===== config.mk =====
export PLATFORM = sky130hd
export DESIGN_NAME = stop_and_wait_arq_sender
export DESIGN_NICKNAME = d
export VERILOG_FILES = /design/src/sv/sawarq_pkg.sv /design/src/sv/stop_and_wait_arq_sender.sv
export SDC_FILE = /design/constraint.sdc
export NUM_CORES = 1
export LEC_CHECK = 0
export BUFFER_PORTS_ARGS = -buffer_cell sky130_fd_sc_hd__buf_2
export CAP_MARGIN = 5
export CORE_ASPECT_RATIO = 0.8
export CORE_MARGIN = 3
export CORE_UTILIZATION = 60
export CTS_BUF_LIST = sky130_fd_sc_hd__clkbuf_4
export CTS_CLUSTER_SIZE = 40
export DETAILED_ROUTE_END_ITERATION = 10
export PLACE_DENSITY_LB_ADDON = 0.1
export SETUP_SLACK_MARGIN = 0.02
export SYNTH_ARGS = -nofsm -noshare
export SYNTH_HDL_FRONTEND = slang
export SYNTH_SLANG_ARGS = --single-unit
export TNS_END_PERCENT = 30

===== constraint.sdc =====
create_clock -name clk -period 4.8 [get_ports clk]
set_input_delay 0.48 -clock clk [delete_from_list [all_inputs] [get_ports clk]]
set_output_delay 0.48 -clock clk [all_outputs]
set_load 0.005 [all_outputs]

===== src/sv/sawarq_pkg.sv =====
// Shared types and codes for the stop-and-wait ARQ sender.
`timescale 1ns / 1ps

package sawarq_pkg;

    typedef enum logic [2:0] {
        PH_IDLE  = 3'd0,
        PH_HELLO = 3'd1,
        PH_OPEN  = 3'd2,
        PH_DATA  = 3'd3,
        PH_CLOSE = 3'd4
    } phase_t;

    // event codes (input tuser)
    localparam logic [2:0] CMD_START = 3'd0;
    localparam logic [2:0] CMD_LINE  = 3'd1;
    localparam logic [2:0] CMD_EOF   = 3'd2;
    localparam logic [2:0] CMD_REPLY = 3'd3;
    localparam logic [2:0] CMD_TICK  = 3'd4;

    localparam logic [1:0] REPLY_ACK   = 2'd0;
    localparam logic [1:0] REPLY_NACK  = 2'd1;
    localparam logic [1:0] REPLY_OTHER = 2'd2;

    localparam logic [1:0] PKT_HELLO = 2'd0;
    localparam logic [1:0] PKT_DATA  = 2'd1;
    localparam logic [1:0] PKT_CLOSE = 2'd2;

    localparam logic ACT_TX     = 1'b0;
    localparam logic ACT_STATUS = 1'b1;

    localparam logic [3:0] ST_NONE           = 4'd0;
    localparam logic [3:0] ST_OPEN           = 4'd1;
    localparam logic [3:0] ST_LINE_ACKED     = 4'd2;
    localparam logic [3:0] ST_LINE_DROPPED   = 4'd3;
    localparam logic [3:0] ST_DONE           = 4'd4;
    localparam logic [3:0] ST_HELLO_REJECTED = 4'd5;
    localparam logic [3:0] ST_HELLO_TIMEOUT  = 4'd6;
    localparam logic [3:0] ST_CLOSE_REJECTED = 4'd7;
    localparam logic [3:0] ST_CLOSE_TIMEOUT  = 4'd8;

    localparam logic REG_RETRY_LIMIT   = 1'b0;
    localparam logic REG_TIMEOUT_TICKS = 1'b1;

    localparam logic [3:0]  RETRY_LIMIT_RST   = 4'd3;
    localparam logic [15:0] TIMEOUT_TICKS_RST = 16'd300;
    localparam logic [31:0] FIRST_SEQUENCE    = 32'd1;
    localparam logic [15:0] TIMER_MAX         = 16'hFFFF;

    typedef struct packed {
        logic        action;
        logic [1:0]  packet_kind;
        logic [31:0] sequence_res;
        logic [7:0]  payload_ref;
        logic [3:0]  status;
    } result_t;

endpackage


===== src/sv/stop_and_wait_arq_sender.sv =====
// Stop-and-wait ARQ sender: session sequencer with registered input and result stages.
//
//  channel | dir | handshake              | payload
//  s_axis  | in  | s_axis_tvalid/tready   | tuser cmd, tdata data_ref, reply_kind
//  m_axis  | out | m_axis_tvalid/tready   | tuser action, tdata packet/status fields
//  cfg     | in  | cfg_we                 | cfg_index, cfg_data
//
// One event per clock cycle while m_axis does not stall; an event passes the input register, then the result register.
// Every event is handled in one pass through the session state update between
// the input register and the result register.
// rst_n clears the session state, the registers to their defaults and both valids.
// A stall on m_axis holds the input stage; s_axis_tready falls only while both
// stages are full and the result is not taken.
`timescale 1ns / 1ps

module stop_and_wait_arq_sender
    import sawarq_pkg::*;
(
    input  logic        clk,
    input  logic        rst_n,
    input  logic        s_axis_tvalid,
    output logic        s_axis_tready,
    input  logic [15:0] s_axis_tdata,   // [7:0] data_ref, [9:8] reply_kind, zero fill
    input  logic [2:0]  s_axis_tuser,   // [2:0] cmd
    output logic        m_axis_tvalid,
    input  logic        m_axis_tready,
    output logic [47:0] m_axis_tdata,   // [1:0] packet_kind, [33:2] sequence_res,
                                        // [41:34] payload_ref, [45:42] status, zero fill
    output logic        m_axis_tuser,   // [0] action
    input  logic        cfg_we,
    input  logic        cfg_index,
    input  logic [15:0] cfg_data
);

    logic [3:0]  retry_limit_reg;
    logic [15:0] timeout_ticks_reg;

    logic        in_valid_reg;
    logic [2:0]  cmd_reg;
    logic [7:0]  data_ref_reg;
    logic [1:0]  reply_kind_reg;

    phase_t      phase_reg, phase_next;
    logic [31:0] next_sequence_reg, next_sequence_next;
    logic [3:0]  retry_count_reg, retry_count_next;
    logic [15:0] wait_timer_reg, wait_timer_next;
    logic [7:0]  held_ref_reg, held_ref_next;

    logic        out_valid_reg;
    result_t     result_reg, result_next;
    logic        has_result;

    logic        out_free, fire, waiting, is_ack;
    logic [15:0] timer_inc, limit_t;
    logic [3:0]  retry_inc, limit_r;
    logic        timed_out, drop;

    assign out_free      = !out_valid_reg || m_axis_tready;
    assign fire          = in_valid_reg && out_free;
    assign s_axis_tready = !in_valid_reg || fire;

    assign waiting = (phase_reg == PH_HELLO) || (phase_reg == PH_DATA)
                     || (phase_reg == PH_CLOSE);
    assign is_ack  = (reply_kind_reg == REPLY_ACK);

    assign timer_inc = (wait_timer_reg != TIMER_MAX) ? wait_timer_reg + 16'd1
                                                     : wait_timer_reg;
    assign limit_t   = (timeout_ticks_reg == '0) ? 16'd1 : timeout_ticks_reg;
    assign timed_out = (timer_inc >= limit_t);
    assign retry_inc = retry_count_reg + 4'd1;
    assign limit_r   = (retry_limit_reg == '0) ? 4'd1 : retry_limit_reg;
    // a wrap of the retry count also drops the line
    assign drop      = (retry_inc >= limit_r) || (retry_inc == '0);

    // next phase
    always_comb
    begin
        phase_next = phase_reg;
        case (cmd_reg)
            CMD_START:
                if (phase_reg == PH_IDLE)
                    phase_next = PH_HELLO;
            CMD_LINE:
                if (phase_reg == PH_OPEN)
                    phase_next = PH_DATA;
            CMD_EOF:
                if (phase_reg == PH_OPEN)
                    phase_next = PH_CLOSE;
            CMD_REPLY:
                case (phase_reg)
                    PH_HELLO: phase_next = is_ack ? PH_OPEN : PH_IDLE;
                    PH_CLOSE: phase_next = PH_IDLE;
                    PH_DATA:  phase_next = is_ack ? PH_OPEN : PH_DATA;
                    default:  phase_next = phase_reg;
                endcase
            CMD_TICK:
                if (waiting && timed_out)
                begin
                    case (phase_reg)
                        PH_HELLO: phase_next = PH_IDLE;
                        PH_CLOSE: phase_next = PH_IDLE;
                        PH_DATA:  phase_next = drop ? PH_OPEN : PH_DATA;
                        default:  phase_next = phase_reg;
                    endcase
                end
            default:
                phase_next = phase_reg;
        endcase
    end

    // result and session counters
    always_comb
    begin
        has_result         = 1'b0;
        result_next        = '0;
        next_sequence_next = next_sequence_reg;
        retry_count_next   = retry_count_reg;
        wait_timer_next    = wait_timer_reg;
        held_ref_next      = held_ref_reg;
        case (cmd_reg)
            CMD_START:
                if (phase_reg == PH_IDLE)
                begin
                    has_result              = 1'b1;
                    result_next.action      = ACT_TX;
                    result_next.packet_kind = PKT_HELLO;
                    next_sequence_next      = FIRST_SEQUENCE;
                    retry_count_next        = '0;
                    held_ref_next           = '0;
                    wait_timer_next         = '0;
                end
            CMD_LINE:
                if (phase_reg == PH_OPEN)
                begin
                    has_result               = 1'b1;
                    result_next.action       = ACT_TX;
                    result_next.packet_kind  = PKT_DATA;
                    result_next.sequence_res = next_sequence_reg;
                    result_next.payload_ref  = data_ref_reg;
                    held_ref_next            = data_ref_reg;
                    retry_count_next         = '0;
                    wait_timer_next          = '0;
                end
            CMD_EOF:
                if (phase_reg == PH_OPEN)
                begin
                    has_result              = 1'b1;
                    result_next.action      = ACT_TX;
                    result_next.packet_kind = PKT_CLOSE;
                    wait_timer_next         = '0;
                end
            CMD_REPLY:
                if (waiting)
                begin
                    has_result      = 1'b1;
                    wait_timer_next = '0;
                    case (phase_reg)
                        PH_HELLO:
                        begin
                            result_next.action = ACT_STATUS;
                            result_next.status = is_ack ? ST_OPEN : ST_HELLO_REJECTED;
                        end
                        PH_CLOSE:
                        begin
                            result_next.action = ACT_STATUS;
                            result_next.status = is_ack ? ST_DONE : ST_CLOSE_REJECTED;
                        end
                        default:
                            if (is_ack)
                            begin
                                result_next.action = ACT_STATUS;
                                result_next.status = ST_LINE_ACKED;
                                next_sequence_next = next_sequence_reg + 32'd1;
                                retry_count_next   = '0;
                            end
                            else
                            begin
                                // nack or other: resend, retry count unchanged
                                result_next.action       = ACT_TX;
                                result_next.packet_kind  = PKT_DATA;
                                result_next.sequence_res = next_sequence_reg;
                                result_next.payload_ref  = held_ref_reg;
                            end
                    endcase
                end
            CMD_TICK:
                if (waiting)
                begin
                    wait_timer_next = timer_inc;
                    if (timed_out)
                    begin
                        has_result      = 1'b1;
                        wait_timer_next = '0;
                        case (phase_reg)
                            PH_HELLO:
                            begin
                                result_next.action = ACT_STATUS;
                                result_next.status = ST_HELLO_TIMEOUT;
                            end
                            PH_CLOSE:
                            begin
                                result_next.action = ACT_STATUS;
                                result_next.status = ST_CLOSE_TIMEOUT;
                            end
                            default:
                                if (drop)
                                begin
                                    result_next.action = ACT_STATUS;
                                    result_next.status = ST_LINE_DROPPED;
                                    next_sequence_next = next_sequence_reg + 32'd1;
                                    retry_count_next   = '0;
                                end
                                else
                                begin
                                    result_next.action       = ACT_TX;
                                    result_next.packet_kind  = PKT_DATA;
                                    result_next.sequence_res = next_sequence_reg;
                                    result_next.payload_ref  = held_ref_reg;
                                    retry_count_next         = retry_inc;
                                end
                        endcase
                    end
                end
            default:
                has_result = 1'b0;
        endcase
    end

    // configuration registers
    always_ff @(posedge clk or negedge rst_n)
    begin
        if (!rst_n)
        begin
            retry_limit_reg   <= RETRY_LIMIT_RST;
            timeout_ticks_reg <= TIMEOUT_TICKS_RST;
        end
        else if (cfg_we)
        begin
            if (cfg_index == REG_RETRY_LIMIT)
                retry_limit_reg <= cfg_data[3:0];
            else
                timeout_ticks_reg <= cfg_data;
        end
    end

    // control state
    always_ff @(posedge clk or negedge rst_n)
    begin
        if (!rst_n)
        begin
            in_valid_reg      <= 1'b0;
            out_valid_reg     <= 1'b0;
            phase_reg         <= PH_IDLE;
            next_sequence_reg <= FIRST_SEQUENCE;
            retry_count_reg   <= '0;
            wait_timer_reg    <= '0;
            held_ref_reg      <= '0;
        end
        else
        begin
            if (s_axis_tready)
                in_valid_reg <= s_axis_tvalid;
            if (fire)
            begin
                out_valid_reg     <= has_result;
                phase_reg         <= phase_next;
                next_sequence_reg <= next_sequence_next;
                retry_count_reg   <= retry_count_next;
                wait_timer_reg    <= wait_timer_next;
                held_ref_reg      <= held_ref_next;
            end
            else if (m_axis_tready)
                out_valid_reg <= 1'b0;
        end
    end

    // payload stages
    always_ff @(posedge clk)
    begin
        if (s_axis_tready && s_axis_tvalid)
        begin
            cmd_reg        <= s_axis_tuser;
            data_ref_reg   <= s_axis_tdata[7:0];
            reply_kind_reg <= s_axis_tdata[9:8];
        end
        if (fire)
            result_reg <= result_next;
    end

    assign m_axis_tvalid = out_valid_reg;
    assign m_axis_tuser  = result_reg.action;
    assign m_axis_tdata  = {2'b00, result_reg.status, result_reg.payload_ref,
                            result_reg.sequence_res, result_reg.packet_kind};

    a_idle_timer_clear: assert property (@(posedge clk) disable iff (!rst_n)
        phase_reg == PH_IDLE |-> wait_timer_reg == '0)
        else $error("timer left running in idle phase");

    a_open_clean: assert property (@(posedge clk) disable iff (!rst_n)
        phase_reg == PH_OPEN |-> (retry_count_reg == '0 && wait_timer_reg == '0))
        else $error("open phase with stale retry count or timer");

    a_result_delivered: assert property (@(posedge clk) disable iff (!rst_n)
        fire && has_result |=> m_axis_tvalid)
        else $error("result lost between stages");

    a_tx_no_status: assert property (@(posedge clk) disable iff (!rst_n)
        m_axis_tvalid && m_axis_tuser == ACT_TX |-> m_axis_tdata[45:42] == ST_NONE)
        else $error("transmit result carries a status");

endmodule


==> results.py <==
metrics = {
    "drt": {
        "dr.pass1.iters": 5,
        "wl_per_cell_um": 17.0,
        "detail_route.iter0.violations": 556,
        "drtAntennaViolNets": 0,
        "vias": 6126,
        "drcViolationCount": 0,
        "routed_wirelength_um": 17000,
        "detail_route.vias_per_cell": 6.10,
    },
    "status": {
        "outcome": "complete, no violations",
    },
    "critical_path": {
        "endpoint_of_the_worst_slack_reg_to_reg_timing_path": "next_sequence_reg[11]",
        "worst-path-max-fanout": 13,
        "r2r_start": "wait_timer_reg[4]",
        "timing_worst_setup_path_type": "flip-flop to flip-flop",
        "worst_ep_required_time_ns": 5.24,
        "critical_path.startpoint_type": "flip-flop",
        "cp.arrival_ns": 5.07,
        "reg2reg_setup_slack_ns": 0.17,
        "reg2reg_depth": 12,
        "endpoint_kind": "flip-flop",
    },
    "global_routing": {
        "grt_antenna_before_repair": 0,
        "grt_overflow_total": 0,
        "vias_in_the_first_global_route": 5708,
        "grt_util_all_layers": 0.250,
        "grt_pass1_wl_um": 28300,
        "grt_start_max_net_pins": 48,
    },
    "yosys": {
        "syn-mean-instance-area_um2": 10.2,
        "gate_count_post_synth": 745,
        "synthMostInstantiatedCell": "sky130_fd_sc_hd__dfrtp_1",
        "ys_seq_area_frac": 0.517,
        "synth_enable_flop_cells": 60,
        "yosys.cell_types.count": 64,
        "syn_area_mm2": 0.00761,
        "ys_dominant_reg_cell": "sky130_fd_sc_hd__dfrtp_1",
        "ys_async_sr_fraction": 0.586,
        "yosysTopAreaCellShare": 0.256,
        "synthesis.yosys.warnings": 0,
        "synth.area.top_cells": "sky130_fd_sc_hd__dfrtp_1 26%, sky130_fd_sc_hd__edfxtp_1 24%, sky130_fd_sc_hd__ha_1 3.8%",
        "synth_common_cells": "78 x sky130_fd_sc_hd__dfrtp_1, 75 x sky130_fd_sc_hd__nand2_1, 60 x sky130_fd_sc_hd__edfxtp_1",
        "ys_seq_elements": 145,
        "synth_top_area_cell": "sky130_fd_sc_hd__dfrtp_1",
    },
    "place": {
        "gp_congestion": 0.875,
        "pre_cts_ws_ns": 0.158,
        "place.port_buffers": 83,
        "place_hpwl_um": 12100,
    },
    "clock_tree": {
        "cts_tree": "yes",
        "clock_tree.root_cell": "sky130_fd_sc_hd__clkbuf_4",
        "cts.reportedPaths.clkPinSlew_ns": 0.13,
        "insertion_delay_ns": 0.57,
        "clockBufferDepth": 2,
        "clock_sinks": 145,
        "cts_inserted_buffers": 17,
        "htreeDepth": 4,
    },
    "finish": {
        "final_nets": 885,
        "n_antenna_cell": 0,
        "largest_reg_flops": 46,
        "final_core_util": 0.694,
        "area_growth_pct": 12.2,
        "post_route_cells_drive_above_1_share": 0.204,
    },
    "timing": {
        "fin_crit_sh": 0.964,
        "timing.max_slew.rel_slack": 0.298,
        "finalMaxSlewViolations": 0,
        "final.setup_skew_ns": 0.0265,
        "final.setup.tns_ns": 0,
        "max_slew.worst_pin.slew_ns": 1.05,
        "finalHoldViolations": 0,
        "finalSetupViolCount": 0,
        "grt_setup_unrepaired": "false",
        "final.min_clock_period_ns": 4.63,
        "finalWorstSetupSlack_ns": 0.174,
        "max_freq_ghz": 0.216,
    },
    "die": {
        "initial_core_util": 0.619,
        "core_area_mm2": 0.0123,
        "fp-row-count": 36,
        "die_footprint_mm2": 0.0141,
        "fp.dieW_um": 132,
        "top_level_ports": 92,
        "die_height_um": 107,
    },
    "run": {
        "cap_viol_max_count": 0,
    },
    "hold_path": {
        "timing.hold.worst.start": "s_axis_tuser[2]",
        "hold_path.class": "primary input to flip-flop",
        "timing.hold.worst_endpoint": "cmd_reg[2]",
        "hold_path_depth": 1,
    },
    "pwr": {
        "ir_worst_vdd_mv": 0.291,
        "static-leakage-power_nw": 3.47,
        "power-per-cell-area_mw_per_mm2": 345,
    },
}
## worst max-delay path, cell delays in order (launching register included)
cell,delay (ns)
sky130_fd_sc_hd__dfrtp_2,0.45
sky130_fd_sc_hd__nand4_1,0.17
sky130_fd_sc_hd__or4_1,0.58
sky130_fd_sc_hd__nor2_1,0.15
sky130_fd_sc_hd__and3_1,0.18
sky130_fd_sc_hd__mux2_1,0.34
sky130_fd_sc_hd__ha_1,0.32
sky130_fd_sc_hd__nand4_1,0.15
sky130_fd_sc_hd__or3_1,0.44
sky130_fd_sc_hd__a311o_1,0.43
sky130_fd_sc_hd__and4_4,0.27
sky130_fd_sc_hd__or4_4,0.67
sky130_fd_sc_hd__o41ai_1,0.37
## power breakdown
| part | switching, mW | internal [mW] | leakage, nW | total, mW |
|---|---|---|---|---|
| combinational | 0.337 | 0.211 | 1.58 | 0.548 |
| sequential | 0.102 | 1.44 | 1.73 | 1.55 |
| clock | 0.446 | 0.409 | 0.163 | 0.855 |
| total | 0.885 | 2.06 | 3.47 | 2.95 |
## what timing repair did
action / CTS / global route
hold buffers: 1 / 0
buffers inserted: 0 / 1
setup endpoints to repair: 0 / 30
endpoints found under the hold margin: 33 / 0
gates resized for setup: 0 / 4
## placed cells by master (no fill, tap or decap), types with 8 or more instances in the layout
cell type                  netlist  routed
sky130_fd_sc_hd__buf_2           0      82
sky130_fd_sc_hd__xnor2_1         8       8
sky130_fd_sc_hd__nand2b_1       18      18
sky130_fd_sc_hd__o41ai_1        15      14
sky130_fd_sc_hd__nor3_1         13      13
sky130_fd_sc_hd__a21oi_1        40      40
sky130_fd_sc_hd__o31ai_1        19      19
sky130_fd_sc_hd__mux2i_1        10      10
sky130_fd_sc_hd__nand3_1        20      20
sky130_fd_sc_hd__ha_1           23      23
sky130_fd_sc_hd__inv_1          42      42
sky130_fd_sc_hd__mux2_2         20      20
sky130_fd_sc_hd__a21boi_1       26      26
sky130_fd_sc_hd__dfrtp_1        78      76
sky130_fd_sc_hd__or4_1          15      15
sky130_fd_sc_hd__a22o_1          8       8
sky130_fd_sc_hd__nand2_1        75      75
sky130_fd_sc_hd__o21ai_1        21      20
sky130_fd_sc_hd__and2_1          9       8
sky130_fd_sc_hd__edfxtp_1       60      60
sky130_fd_sc_hd__buf_4           2      20
sky130_fd_sc_hd__nand4_1        17      17
sky130_fd_sc_hd__nor2_1         40      40
sky130_fd_sc_hd__nor4_1         15      15
sky130_fd_sc_hd__o21ai_0        22      22
sky130_fd_sc_hd__clkbuf_4        0      17
## cell type report
class	instances	area [um2]
clock buffer	17	128
clock inverter	15	191
fill	946	3760
inverter	42	158
multi-input combinational	512	3340
sequential	145	3940
tap	171	214
timing repair buffer	103	571
## logic make-up after synthesis
logic type      share of synthesized area
flops                               0.517
compound gates                      0.161
xor+xnor                           0.0127
simple gates                        0.175
mux                                0.0472
other cells                      0.000493
buf+inv                            0.0469
fa+ha+maj                          0.0391
## worst max path at each step
stage,startpoint,end,slack [ns],depth (start not counted)
2_1_floorplan,wait_timer_reg[4],next_sequence_reg[9],0.39,15
3_3_place_gp,wait_timer_reg[4],next_sequence_reg[21],0.26,12
3_5_place_dp,wait_timer_reg[4],next_sequence_reg[11],0.16,12
4_1_cts,wait_timer_reg[4],next_sequence_reg[11],0.09,12
5_1_grt,wait_timer_reg[4],next_sequence_reg[11],0.02,12
6_report,wait_timer_reg[4],next_sequence_reg[11],0.17,12
## through the flow
step	instances	area (um2)	power [mW]	hold slack [ns]
after detailed placement	971	8190	2.11	0.472
after global placement	971	8190	2.08	0.463
after CTS	1004	8520	2.96	0.0512
after global routing	1005	8540	3.11	0.0412
after floorplan	746	7610	1.92	0.184
final	1005	8540	2.95	0.0868
## layer usage
layer,vias up,share of wire,track usage
li1,2899,-,-
met1,2959,0.47,0.360
met2,244,0.44,0.372
met3,24,0.082,0.0760
met4,0,0.013,0.0637
met5,-,0,0
Note: power is estimated with default switching activity, not from simulation.
